## src/hdl/sync_length_sum_frame_parser_macros.svh

```systemverilog
// ----------------------------------------------------------------------------
// sync_length_sum_frame_parser_macros
// Assertion macros shared by the frame parser modules. They expect clk and
// rst_n to be visible where they are used.
// ----------------------------------------------------------------------------
`ifndef SYNC_LENGTH_SUM_FRAME_PARSER_MACROS_SVH
`define SYNC_LENGTH_SUM_FRAME_PARSER_MACROS_SVH

// same-cycle implication
`define SLSFP_ASSERT_NOW(lbl, ante, cons, msg) \
  lbl: assert property (@(posedge clk) disable iff (!rst_n) (ante) |-> (cons)) \
    else $error(msg);

// next-cycle implication
`define SLSFP_ASSERT_NEXT(lbl, ante, cons, msg) \
  lbl: assert property (@(posedge clk) disable iff (!rst_n) (ante) |=> (cons)) \
    else $error(msg);

`endif

```

## src/hdl/slsfp_pkg.sv

```systemverilog
`timescale 1ns / 1ps
// ----------------------------------------------------------------------------
// slsfp_pkg
// Constants, state encoding and controller/datapath interface types of the
// length-prefixed frame parser.
// ----------------------------------------------------------------------------
package slsfp_pkg;

  localparam int MAX_LEN = 32;
  localparam int BYTE_W  = 8;
  localparam int POS_W   = 6;
  localparam int SEQ_W   = 8;
  localparam int ADDR_W  = (MAX_LEN > 1) ? $clog2(MAX_LEN) : 1;
  localparam int CNT_W   = $clog2(MAX_LEN + 1);

  localparam logic [BYTE_W-1:0] HDR_FIRST  = 8'hAA;
  localparam logic [BYTE_W-1:0] HDR_SECOND = 8'hAB;

  typedef enum logic [2:0] {
    ST_HUNT_FIRST,
    ST_HUNT_SECOND,
    ST_CHAN,
    ST_LEN,
    ST_BODY,
    ST_READ,
    ST_LOAD
  } st_t;

  typedef struct packed {
    logic bump_hdr;
    logic load_len;
    logic store_byte;
    logic start_emit;
    logic rd_issue;
    logic out_load;
  } dp_cmd_t;

  typedef struct packed {
    logic is_first;
    logic is_second;
    logic len_ok;
    logic body_more;
    logic sum_match;
    logic emit_last;
    logic out_free;
  } dp_sts_t;

endpackage

```

## src/hdl/slsfp_ram.sv

```systemverilog
`timescale 1ns / 1ps
// ----------------------------------------------------------------------------
// slsfp_ram
// Generic simple dual-port RAM: one write port, one read port with
// registered read data.
// ----------------------------------------------------------------------------
module slsfp_ram #(
  parameter int WIDTH = 8,
  parameter int DEPTH = 32,
  localparam int AW = (DEPTH > 1) ? $clog2(DEPTH) : 1
) (
  input  logic             clk,
  input  logic             we,
  input  logic [AW-1:0]    waddr,
  input  logic [WIDTH-1:0] wdata,
  input  logic             re,
  input  logic [AW-1:0]    raddr,
  output logic [WIDTH-1:0] rdata
);

  logic [WIDTH-1:0] mem [DEPTH];
  logic [WIDTH-1:0] rdata_r;

  always_ff @(posedge clk) begin
    if (we) begin
      mem[waddr] <= wdata;
    end
    if (re) begin
      rdata_r <= mem[raddr];
    end
  end

  assign rdata = rdata_r;

endmodule

```

## src/hdl/slsfp_dp.sv

```systemverilog
`timescale 1ns / 1ps
`include "sync_length_sum_frame_parser_macros.svh"
// ----------------------------------------------------------------------------
// slsfp_dp
// Parser datapath: frame store, length, fill count, running checksum,
// header counter, playout index and the result register.
// ----------------------------------------------------------------------------
module slsfp_dp (
  input  logic                          clk,
  input  logic                          rst_n,
  input  logic [slsfp_pkg::BYTE_W-1:0]  rx_byte,
  input  slsfp_pkg::dp_cmd_t            cmd,
  output slsfp_pkg::dp_sts_t            sts,
  output logic                          out_valid,
  input  logic                          out_ready,
  output logic [slsfp_pkg::SEQ_W-1:0]   out_frame_seq,
  output logic [slsfp_pkg::BYTE_W-1:0]  out_byte_value,
  output logic [slsfp_pkg::POS_W-1:0]   out_byte_pos,
  output logic                          out_last
);
  import slsfp_pkg::*;

  logic [CNT_W-1:0]  fill_r, fill_nxt;
  logic [CNT_W-1:0]  len_r, len_nxt;
  logic [BYTE_W-1:0] sum_r, sum_nxt;
  logic [SEQ_W-1:0]  hdr_cnt_r, hdr_cnt_nxt;
  logic [CNT_W-1:0]  emit_idx_r, emit_idx_nxt;

  logic              out_valid_r;
  logic [SEQ_W-1:0]  out_seq_r;
  logic [BYTE_W-1:0] out_byte_r;
  logic [POS_W-1:0]  out_pos_r;
  logic              out_last_r;

  logic              ram_we;
  logic [ADDR_W-1:0] ram_waddr;
  logic [BYTE_W-1:0] ram_rdata;

  // the length byte goes to entry zero, body bytes follow it
  assign ram_we    = cmd.load_len | cmd.store_byte;
  assign ram_waddr = cmd.load_len ? '0 : fill_r[ADDR_W-1:0];

  slsfp_ram #(
    .WIDTH (BYTE_W),
    .DEPTH (MAX_LEN)
  ) u_store (
    .clk   (clk),
    .we    (ram_we),
    .waddr (ram_waddr),
    .wdata (rx_byte),
    .re    (cmd.rd_issue),
    .raddr (emit_idx_r[ADDR_W-1:0]),
    .rdata (ram_rdata)
  );

  always_comb begin
    sts.is_first  = (rx_byte == HDR_FIRST);
    sts.is_second = (rx_byte == HDR_SECOND);
    sts.len_ok    = (rx_byte != '0) && (rx_byte <= BYTE_W'(MAX_LEN));
    sts.body_more = (fill_r < len_r);
    sts.sum_match = (rx_byte == sum_r);
    sts.emit_last = ((emit_idx_r + CNT_W'(1)) == len_r);
    sts.out_free  = !out_valid_r || out_ready;
  end

  always_comb begin
    fill_nxt     = fill_r;
    len_nxt      = len_r;
    sum_nxt      = sum_r;
    hdr_cnt_nxt  = hdr_cnt_r;
    emit_idx_nxt = emit_idx_r;
    if (cmd.bump_hdr) begin
      hdr_cnt_nxt = hdr_cnt_r + SEQ_W'(1);
      fill_nxt    = '0;
    end
    if (cmd.load_len) begin
      len_nxt  = CNT_W'(rx_byte);
      fill_nxt = CNT_W'(1);
      sum_nxt  = rx_byte;
    end
    if (cmd.store_byte) begin
      fill_nxt = fill_r + CNT_W'(1);
      sum_nxt  = sum_r + rx_byte;
    end
    if (cmd.start_emit) begin
      emit_idx_nxt = '0;
    end
    if (cmd.out_load) begin
      emit_idx_nxt = emit_idx_r + CNT_W'(1);
    end
  end

  always_ff @(posedge clk) begin
    if (!rst_n) begin
      fill_r      <= '0;
      len_r       <= '0;
      sum_r       <= '0;
      hdr_cnt_r   <= '0;
      emit_idx_r  <= '0;
      out_valid_r <= 1'b0;
    end else begin
      fill_r     <= fill_nxt;
      len_r      <= len_nxt;
      sum_r      <= sum_nxt;
      hdr_cnt_r  <= hdr_cnt_nxt;
      emit_idx_r <= emit_idx_nxt;
      if (cmd.out_load) begin
        out_valid_r <= 1'b1;
      end else if (out_ready) begin
        out_valid_r <= 1'b0;
      end
    end
  end

  // result payload, loaded from the store's registered read port
  always_ff @(posedge clk) begin
    if (cmd.out_load) begin
      out_seq_r  <= hdr_cnt_r - SEQ_W'(1);
      out_byte_r <= ram_rdata;
      out_pos_r  <= POS_W'(emit_idx_r);
      out_last_r <= sts.emit_last;
    end
  end

  assign out_valid      = out_valid_r;
  assign out_frame_seq  = out_seq_r;
  assign out_byte_value = out_byte_r;
  assign out_byte_pos   = out_pos_r;
  assign out_last       = out_last_r;

  `SLSFP_ASSERT_NOW(a_load_when_free, cmd.out_load, (!out_valid_r || out_ready), "result overwritten before transfer")
  `SLSFP_ASSERT_NOW(a_store_in_range, cmd.store_byte, (fill_r < len_r), "body byte stored past frame length")
  `SLSFP_ASSERT_NOW(a_emit_nonempty, cmd.start_emit, (len_r != '0), "playout started with empty frame")

endmodule

```

## src/hdl/slsfp_ctrl.sv

```systemverilog
`timescale 1ns / 1ps
// ----------------------------------------------------------------------------
// slsfp_ctrl
// Parser controller: header hunt, length check, body capture, checksum
// decision and frame playout sequencing.
// ----------------------------------------------------------------------------
module slsfp_ctrl (
  input  logic               clk,
  input  logic               rst_n,
  input  logic               in_valid,
  output logic               in_ready,
  input  slsfp_pkg::dp_sts_t sts,
  output slsfp_pkg::dp_cmd_t cmd
);
  import slsfp_pkg::*;

  st_t  state_r, state_nxt;
  logic in_xfer;

  always_comb begin
    unique case (state_r)
      ST_READ, ST_LOAD: in_ready = 1'b0;
      default:          in_ready = 1'b1;
    endcase
  end

  assign in_xfer = in_valid && in_ready;

  always_comb begin
    state_nxt = state_r;
    unique case (state_r)
      ST_HUNT_FIRST: begin
        if (in_xfer && sts.is_first) state_nxt = ST_HUNT_SECOND;
      end
      ST_HUNT_SECOND: begin
        if (in_xfer) state_nxt = sts.is_second ? ST_CHAN : ST_HUNT_FIRST;
      end
      ST_CHAN: begin
        if (in_xfer) state_nxt = ST_LEN;
      end
      ST_LEN: begin
        if (in_xfer) state_nxt = sts.len_ok ? ST_BODY : ST_HUNT_FIRST;
      end
      ST_BODY: begin
        if (in_xfer && !sts.body_more) begin
          state_nxt = sts.sum_match ? ST_READ : ST_HUNT_FIRST;
        end
      end
      ST_READ: state_nxt = ST_LOAD;
      ST_LOAD: begin
        if (sts.out_free) state_nxt = sts.emit_last ? ST_HUNT_FIRST : ST_READ;
      end
      default: state_nxt = ST_HUNT_FIRST;
    endcase
  end

  always_comb begin
    cmd = '0;
    unique case (state_r)
      ST_CHAN: cmd.bump_hdr = in_xfer;
      ST_LEN:  cmd.load_len = in_xfer && sts.len_ok;
      ST_BODY: begin
        cmd.store_byte = in_xfer && sts.body_more;
        cmd.start_emit = in_xfer && !sts.body_more && sts.sum_match;
      end
      ST_READ: cmd.rd_issue = 1'b1;
      ST_LOAD: cmd.out_load = sts.out_free;
      default: cmd = '0;
    endcase
  end

  always_ff @(posedge clk) begin
    if (!rst_n) begin
      state_r <= ST_HUNT_FIRST;
    end else begin
      state_r <= state_nxt;
    end
  end

endmodule

```

## src/hdl/sync_length_sum_frame_parser.sv

```systemverilog
`timescale 1ns / 1ps
// ----------------------------------------------------------------------------
// sync_length_sum_frame_parser
// Length-prefixed serial frame parser with an 8-bit additive checksum.
//
//   channel  dir  handshake            payload
//   in_      in   in_valid/in_ready    in_rx_byte
//   out_     out  out_valid/out_ready  out_frame_seq, out_byte_value,
//                                      out_byte_pos, out_last
//
// One received byte is taken per cycle while the parser hunts or captures.
// After a good checksum byte the input stalls while the stored frame plays
// out; each byte is a store read, then a result register load, as the frame
// store has a registered read port, and out_ready stalls hold the load back.
// Synchronous active-low reset clears the control state; the frame store is
// not cleared, since only bytes written by the current frame are read back.
// ----------------------------------------------------------------------------
module sync_length_sum_frame_parser (
  input  logic                          clk,
  input  logic                          rst_n,
  input  logic                          in_valid,
  output logic                          in_ready,
  input  logic [slsfp_pkg::BYTE_W-1:0]  in_rx_byte,
  output logic                          out_valid,
  input  logic                          out_ready,
  output logic [slsfp_pkg::SEQ_W-1:0]   out_frame_seq,
  output logic [slsfp_pkg::BYTE_W-1:0]  out_byte_value,
  output logic [slsfp_pkg::POS_W-1:0]   out_byte_pos,
  output logic                          out_last
);
  import slsfp_pkg::*;

  dp_cmd_t cmd;
  dp_sts_t sts;

  slsfp_ctrl u_ctrl (
    .clk      (clk),
    .rst_n    (rst_n),
    .in_valid (in_valid),
    .in_ready (in_ready),
    .sts      (sts),
    .cmd      (cmd)
  );

  slsfp_dp u_dp (
    .clk            (clk),
    .rst_n          (rst_n),
    .rx_byte        (in_rx_byte),
    .cmd            (cmd),
    .sts            (sts),
    .out_valid      (out_valid),
    .out_ready      (out_ready),
    .out_frame_seq  (out_frame_seq),
    .out_byte_value (out_byte_value),
    .out_byte_pos   (out_byte_pos),
    .out_last       (out_last)
  );

endmodule

```

## config.mk

```make
export PLATFORM = sky130hd
export DESIGN_NAME = sync_length_sum_frame_parser
export DESIGN_NICKNAME = d
export VERILOG_FILES = /design/src/hdl/slsfp_pkg.sv /design/src/hdl/slsfp_ram.sv /design/src/hdl/slsfp_dp.sv /design/src/hdl/slsfp_ctrl.sv /design/src/hdl/sync_length_sum_frame_parser.sv
export VERILOG_INCLUDE_DIRS = /design/src /design/src/hdl
export SDC_FILE = /design/constraint.sdc
export NUM_CORES = 1
export LEC_CHECK = 0
export ABC_AREA = 1
export BUFFER_PORTS_ARGS = -buffer_cell sky130_fd_sc_hd__buf_2
export CAP_MARGIN = 20
export CORE_UTILIZATION = 55
export DETAILED_ROUTE_END_ITERATION = 8
export HOLD_SLACK_MARGIN = 0.15
export PLACE_DENSITY = 0.83
export SLEW_MARGIN = 20
export SYNTH_ARGS = -nofsm -noshare
export SYNTH_HDL_FRONTEND = slang
export SYNTH_SLANG_ARGS = --single-unit
```

## constraint.sdc

```tcl
create_clock -name clk -period 2.7 [get_ports clk]
set_clock_uncertainty 0.15 [all_clocks]
set_input_delay 0.27 -clock clk [delete_from_list [all_inputs] [get_ports clk]]
set_output_delay 0.27 -clock clk [all_outputs]
set_load 0.005 [all_outputs]
```

==> metrics.log, run 1 <==
INFO  metric wirelength = 34650 um
INFO  metric compound_gate_fraction_of_synth_area = 11.79%
INFO  metric combinational_family_with_the_most_area_after_synthesis = simple AND/OR/NAND/NOR gates
INFO  metric port-buffer-count = 36
INFO  metric asyncSetResetFlopFracSynth = 0%
INFO  metric num_rows = 56
INFO  metric p_per_area = 647.8 nW/um^2
INFO  metric max_stage_delay = 0.35 ns
INFO  metric synth-edff-count = 287
INFO  metric tritoncts = done
INFO  metric initial_core_util = 56.64%
INFO  metric crit_path_end_kind = register
INFO  metric path_clk_slew = 0.07 ns
INFO  metric floorplan.die.width = 158.2 um
INFO  metric hpwlAfterDp = 21710 um
INFO  metric timing.critical_path.cells = inv_1 > ha_1 > a21oi_1 > o21a_1 > nand2_1 > nor2_4 > nand2_1 > nor2_1 > inv_2 > nor2_1 > buf_4
INFO  metric hold_class = input pin to register
INFO  metric antenna_found_initial = 1
INFO  metric grt.total_usage = 28.30%
INFO  metric fin_util = 65.33%
INFO  metric dp_cells = 1507
INFO  metric hold_viol_final = 0
INFO  metric seq_area_frac_synth = 69.93%
INFO  metric setup_crit_path_kind = register to register
INFO  metric syn2layout_area_growth = 15.35%
INFO  metric synth_simple_gate_area_share = 12.29%
INFO  metric route.detailed.wl_per_inst = 21.99 um
INFO  metric synth.top_cell.area_share = 64.25%
INFO  metric ys_seq_elements = 325
INFO  metric wp_data_arrival = 2.70 ns
INFO  metric crit_slowest_cell = sky130_fd_sc_hd__dfxtp_1
INFO  metric drive_gt1_share = 14.81%
INFO  metric finalSetupTns = 0 ns
INFO  metric synth_top_cells_by_area = sky130_fd_sc_hd__edfxtp_1 (64%), sky130_fd_sc_hd__dfxtp_1 (5.7%), sky130_fd_sc_hd__nand2_1 (5.2%)
INFO  metric static-leakage-power = 5.401 nW
INFO  metric cap_viol_max_count = 0
INFO  metric clockRootBuffer = sky130_fd_sc_hd__clkbuf_16
INFO  metric cp_max_fo = 8
INFO  metric critical_path.top_delay_family = simple AND/OR/NAND/NOR gates
INFO  metric syn_area = 13410 sq um
INFO  metric slew-limit-headroom = 52.88%
INFO  metric clk_latency = 0.57 ns
INFO  metric mappedNetlistNets = 1162
INFO  metric cp_data_required_time = 2.82 ns
INFO  metric min_period_over_period = 95.82%
INFO  metric placeableCoreArea = 23680 sq um
INFO  metric floorplan.die.height = 158.2 um
INFO  metric remaining_drc_errors = 0
INFO  metric synthAdderAreaFrac = 1.642%
INFO  metric met3WireLength = 3813 um
INFO  metric yosys.cell_count.top_type = sky130_fd_sc_hd__edfxtp_1
INFO  metric post_synth_num_cell_types = 42
INFO  metric synth_largest_area_cell = sky130_fd_sc_hd__edfxtp_1
INFO  metric timing.critical_path.buf_inv = 3
INFO  metric timing.final.setup_violations = 0
INFO  metric top_level_port_count = 37
INFO  metric dieArea = 25020 sq um
INFO  metric viasPerCell = 6.136
INFO  metric globalRoute.totalOverflow = 0
INFO  metric ctsHtreeMaxLevel = 1
INFO  metric cts.sinks = 325
INFO  metric post_synth.cell_area_avg = 11.84 sq um
INFO  metric drt_iter0_markers = 1259
INFO  metric worst_pin_slew = 0.6977 ns
INFO  metric routed-wl-met2 = 16540 um
INFO  metric synth.top_cells.by_count = sky130_fd_sc_hd__edfxtp_1 (287), sky130_fd_sc_hd__nand2_1 (185), sky130_fd_sc_hd__nor2_1 (132), sky130_fd_sc_hd__o21ai_0 (97), sky130_fd_sc_hd__inv_1 (57)
INFO  metric drt-met1-wl = 12540 um
INFO  metric crit_path_start_kind = register
INFO  metric nNetsFinal = 1263
INFO  metric timing.final.max_slew_violations = 0
INFO  metric synth.mux.area_fraction = 0%
INFO  metric grt_setup_unrepaired = true
INFO  metric synth-warning-count = 0
INFO  metric synth_flop_cell = sky130_fd_sc_hd__edfxtp_1
INFO  metric drt_first_pass_iters = 8
INFO  metric achievable_frequency = 386.5 MHz
INFO  metric maxUsedRoutingLayer = met4
INFO  metric instances_no_fill = 1576
INFO  metric outcome = complete, no violations
INFO  metric gpl.final_weighted_congestion = 0.9117
INFO  metric number_of_buffers_on_the_longest_clock_path = 3
INFO  metric tritoncts.num_buffers = 31
INFO  metric via_total_after_detailed_routing = 9671
INFO  metric xor_xnor_cell_area_share_of_the_yosys_netlist = 0.7183%
INFO  metric post_synth_inst_count = 1133
INFO  metric grt_pass1_vias = 9348
INFO  metric ant_nets = 0
INFO  metric first_pass_grt_wire_length = 52580 um
INFO  metric vdd_drop_max = 0.4685 mV
INFO  metric finalWorstPathRequiredPeriod = 2.587 ns
INFO  metric grt_max_degree = 68
[placed cells by master (no fill, tap or decap), types with 31 or more instances in the layout]
cell type	count
sky130_fd_sc_hd__dfxtp_1	37
sky130_fd_sc_hd__nand2_1	185
sky130_fd_sc_hd__o221ai_1	34
sky130_fd_sc_hd__buf_2	36
sky130_fd_sc_hd__o21ai_0	97
sky130_fd_sc_hd__nor2_1	128
sky130_fd_sc_hd__inv_1	54
sky130_fd_sc_hd__buf_4	70
sky130_fd_sc_hd__o22ai_1	35
sky130_fd_sc_hd__nand3_1	40
sky130_fd_sc_hd__clkbuf_16	31
sky130_fd_sc_hd__edfxtp_1	287
sky130_fd_sc_hd__a21oi_1	51
sky130_fd_sc_hd__a31oi_1	31
[path summary, 6_finish.rpt]
kind / to / slack (ns) / start / cells after the start
worst min-delay path: u_dp.u_store.mem[15][2]$_DFFE_PP_ / 0.22 / in_rx_byte[2] / 2
worst min register to register: u_dp.out_byte_value[5]$_DFFE_PP_ / 0.26 / u_dp.u_store.rdata[5]$_DFFE_PP_ / 0
worst max-delay path: u_dp.u_store.mem[25][3]$_DFFE_PP_ / 0.11 / u_dp.len_r[5]$_SDFFE_PN0P_ / 11
worst max register to register: u_dp.u_store.mem[25][3]$_DFFE_PP_ / 0.11 / u_dp.len_r[5]$_SDFFE_PN0P_ / 11
[through the flow]
| step | hold WS (ns) | setup WS, ns | instance area (sq um) | total power [mW] |
|---|---|---|---|---|
| after floorplan | 0.2189 | 0.2312 | 13410 | 5.643 |
| after global placement | 0.2570 | 0.2107 | 14320 | 5.767 |
| after detailed placement | 0.2625 | 0.1180 | 14320 | 5.773 |
| after CTS | 0.2120 | 0.06130 | 15430 | 10.04 |
| after global routing | 0.2091 | -0.05534 | 15470 | 10.25 |
| final | 0.2179 | 0.1128 | 15470 | 10.02 |
[sequential cells by signal, indices dropped and copies added, names as in the netlist, 6 cells and up]
| register | flops |
|---|---|
| u_dp.u_store.rdata | 8 |
| u_dp.out_byte_pos | 6 |
| u_dp.emit_idx_r | 6 |
| u_dp.out_frame_seq | 8 |
| u_dp.sum_r | 8 |
| u_dp.len_r | 6 |
| u_dp.out_byte_value | 8 |
| u_dp.hdr_cnt_r | 8 |
| u_dp.u_store.mem | 256 |
| u_dp.fill_r | 6 |
[power by group]
part	switching (mW)	total (mW)	internal [mW]
Combinational	0.163	0.215	0.0524
Sequential	0.00487	5.46	5.46
Clock	1.86	4.34	2.48
[worst reg2reg max path: cells and delay by family (launching register included)]
| kind | cells | cell delay (ns) |
|---|---|---|
| buffers and inverters | 3 | 0.44 |
| AO/OA/AOI/OAI | 2 | 0.26 |
| adder cells (fa/ha/maj) | 1 | 0.31 |
| flip-flops | 1 | 0.35 |
| AND/OR/NAND/NOR | 5 | 0.76 |
[area by class of cell]
class / instances / area, sq um
Clock buffer: 34 / 787.0
Fill cell: 1651 / 8210
Antenna cell: 1 / 2.502
Inverter: 69 / 262.8
Multi-Input combinational cell: 688 / 3557
Clock inverter: 21 / 224.0
Tap cell: 319 / 399.1
Sequential cell: 325 / 9383
Timing Repair Buffer: 119 / 857.1
[cell families after synthesis]
| logic type | count (synthesis) |
|---|---|
| AO/OA/AOI/OAI | 266 |
| XOR/XNOR | 11 |
| adder cells (fa/ha/maj) | 17 |
| buffers and inverters | 120 |
| flip-flops | 325 |
| AND/OR/NAND/NOR | 394 |
[routing by layer]
layer | vias up | track usage (%)
met4 | 0 | 15.29
met2 | 673 | 45.93
met3 | 142 | 5.995
li1 | 4326 | -
met5 | - | 0
met1 | 4530 | 35.58
[timing repair]
item / in CTS / in global routing
hold buffers: 10 / 0
buffers inserted: 0 / 3
setup endpoints to repair: 0 / 118
gates resized for setup: 0 / 7
endpoints found under the hold margin: 38 / 0
Note: power is estimated with default switching activity, not from simulation.
==> run 2, diff against run 1 <==
BUFFER_PORTS_ARGS = -buffer_cell sky130_fd_sc_hd__buf_4   (was -buffer_cell sky130_fd_sc_hd__buf_2)
CELL_PAD_IN_SITES_DETAIL_PLACEMENT = 1   (was unset)
CELL_PAD_IN_SITES_GLOBAL_PLACEMENT = 2   (was unset)
CORE_UTILIZATION = 43   (was 55)
PLACE_DENSITY = 0.9   (was 0.83)
==> run 2 against run 1 <==
Sequential share of layout area is 0.94 points lower. Worst hold slack worse by 0.033 ns. Maximum frequency is 1.2% higher. Largest cell class unchanged.
==> metrics.log, run 2 (synthesis results as in run 1) <==
INFO  metric hold_class = input pin to register
INFO  metric ant_nets = 0
INFO  metric crit_slowest_cell = sky130_fd_sc_hd__clkinv_1
INFO  metric clockRootBuffer = sky130_fd_sc_hd__clkbuf_16
INFO  metric remaining_drc_errors = 0
INFO  metric wirelength = 39870 um
INFO  metric crit_path_start_kind = register
INFO  metric finalSetupTns = 0 ns
INFO  metric num_rows = 64
INFO  metric slew-limit-headroom = 52.77%
INFO  metric hold_viol_final = 0
INFO  metric met2_usage = 43.27%
INFO  metric cts_setup_buffers = 0
INFO  metric vdd_drop_max = 0.4161 mV
INFO  metric min_period_over_period = 94.66%
INFO  metric fin_util = 51.24%
INFO  metric tritoncts = done
INFO  metric drt_first_pass_iters = 5
INFO  metric floorplan.die.width = 178.6 um
INFO  metric antenna_found_initial = 1
INFO  metric layout.cells.most_common_list = sky130_fd_sc_hd__edfxtp_1 (287), sky130_fd_sc_hd__nand2_1 (185), sky130_fd_sc_hd__nor2_1 (130)
INFO  metric first_pass_grt_wire_length = 60000 um
INFO  metric nNetsFinal = 1265
INFO  metric setup_crit_path_kind = register to register
INFO  metric max_stage_delay = 0.45 ns
INFO  metric grt.total_usage = 25.59%
INFO  metric drt_iter0_markers = 826
INFO  metric postLayoutSetupSlackWorst = 0.1442 ns
INFO  metric hold-worst-slack = 0.1849 ns
INFO  metric dpl_worst_slack = 0.1285 ns
INFO  metric crit_path_end_kind = register
INFO  metric cp_data_required_time = 2.81 ns
INFO  metric tritoncts.num_buffers = 35
INFO  metric initial_core_util = 43.73%
INFO  metric dieArea = 31900 sq um
INFO  metric via_total_after_detailed_routing = 9601
INFO  metric achievable_frequency = 391.3 MHz
INFO  metric globalRoute.totalOverflow = 0
INFO  metric timing.final.setup_violations = 0
INFO  metric timing.final.max_slew_violations = 0
INFO  metric cts.sinks = 325
INFO  metric grt_max_degree = 55
INFO  metric number_of_buffers_on_the_longest_clock_path = 3
INFO  metric outcome = complete, no violations
INFO  metric clk_latency = 0.51 ns
INFO  metric static-leakage-power = 5.500 nW
INFO  metric groute.layer.met3.usage = 4.092%
INFO  metric layout_commonest_cell = sky130_fd_sc_hd__edfxtp_1
INFO  metric placeableCoreArea = 30670 sq um
INFO  metric grt_busiest_layer = met2
INFO  metric p_per_area = 657.1 nW/um^2
INFO  metric gpl.final_weighted_congestion = 0.8441
INFO  metric finalPower = 10.33 mW
INFO  metric ctsHtreeMaxLevel = 2
INFO  metric floorplan.die.height = 178.6 um
INFO  metric viasPerCell = 5.794
INFO  metric wp_data_arrival = 2.66 ns
INFO  metric max_flop_register = u_dp.u_store.mem
INFO  metric hpwlAfterDp = 26220 um
INFO  metric route.detailed.wl_per_inst = 24.06 um
INFO  metric cp_max_fo = 17
INFO  metric path_clk_slew = 0.06 ns
INFO  metric syn2layout_area_growth = 17.17%
INFO  metric port-buffer-count = 36
INFO  metric grt_pass1_vias = 9914
INFO  metric finalWorstPathRequiredPeriod = 2.556 ns
INFO  metric drive_gt1_share = 14.44%
INFO  metric timing.critical_path.cells = clkinv_1 > o21ai_0 > o22ai_1 > o21ai_0 > o22ai_1 > nand2_1 > nand3_1
INFO  metric largest_register_ff_count = 256
INFO  metric top_level_port_count = 37
INFO  metric gr-usage-met1 = 32.65%
INFO  metric cap_viol_max_count = 0
INFO  metric worst_pin_slew = 0.6993 ns
[run 2: cell count changes in the layout (fill, tap and decap cells not counted), moves of 3 or more]
cell	change
sky130_fd_sc_hd__buf_2	-36
sky130_fd_sc_hd__clkbuf_16	+6
sky130_fd_sc_hd__clkbuf_1	+5
sky130_fd_sc_hd__nor2_2	-3
sky130_fd_sc_hd__clkinvlp_4	-5
sky130_fd_sc_hd__buf_4	+37
[run 2: path summary, 6_finish.rpt]
kind / slack, ns / cells after the start / to / startpoint
worst max register to register: 0.14 / 7 / u_dp.u_store.rdata[7]$_DFFE_PP_ / u_dp.emit_idx_r[1]$_SDFFE_PN0P_
worst min register to register: 0.28 / 0 / u_dp.out_byte_value[3]$_DFFE_PP_ / u_dp.u_store.rdata[3]$_DFFE_PP_
worst min-delay path: 0.18 / 6 / u_dp.sum_r[7]$_SDFFE_PN0P_ / in_rx_byte[6]
worst max-delay path: 0.14 / 7 / u_dp.u_store.rdata[7]$_DFFE_PP_ / u_dp.emit_idx_r[1]$_SDFFE_PN0P_
[run 2: timing repair]
item,CTS,global route
hold buffers,8,0
endpoints found under the setup margin,0,96
resized for setup,0,3
hold endpoints to repair,36,0
[run 2: layout make-up]
cell class | instances | area, sq um
multi-input combinational | 688 | 3557
antenna | 1 | 2.502
clock buffer | 46 | 969.7
clock inverter | 15 | 126.4
inverter | 69 | 259.0
fill | 3187 | 14950
tap | 396 | 495.5
sequential | 325 | 9383
timing repair buffer | 117 | 923.4
[run 2: layer usage]
| metal | up-vias | wire length (um) |
|---|---|---|
| met2 | 343 | 19680 |
| li1 | 4347 | - |
| met3 | 79 | 2274 |
| met4 | 0 | 1463 |
| met5 | - | 0 |
| met1 | 4832 | 16450 |
[run 2: power breakdown]
group	internal, mW	switching [mW]	total [mW]
Clock	2.72	1.92	4.64
Combinational	0.0552	0.166	0.221
Sequential	5.46	0.00482	5.47
Total	8.24	2.09	10.3
[run 2: critical path, delay by kind of cell, from the launching register on]
| family | cells | cell delay [ns] |
|---|---|---|
| compound gates | 4 | 1.08 |
| buf+inv | 1 | 0.45 |
| flops | 1 | 0.36 |
| simple gates | 2 | 0.26 |
[run 2: per-stage QoR]
step | instance area (sq um) | std cells
after global placement | 14540 | 1587
after detailed placement | 14540 | 1587
after CTS | 15710 | 1656
after global routing | 15710 | 1656
after floorplan | 13410 | 1133
final | 15720 | 1657
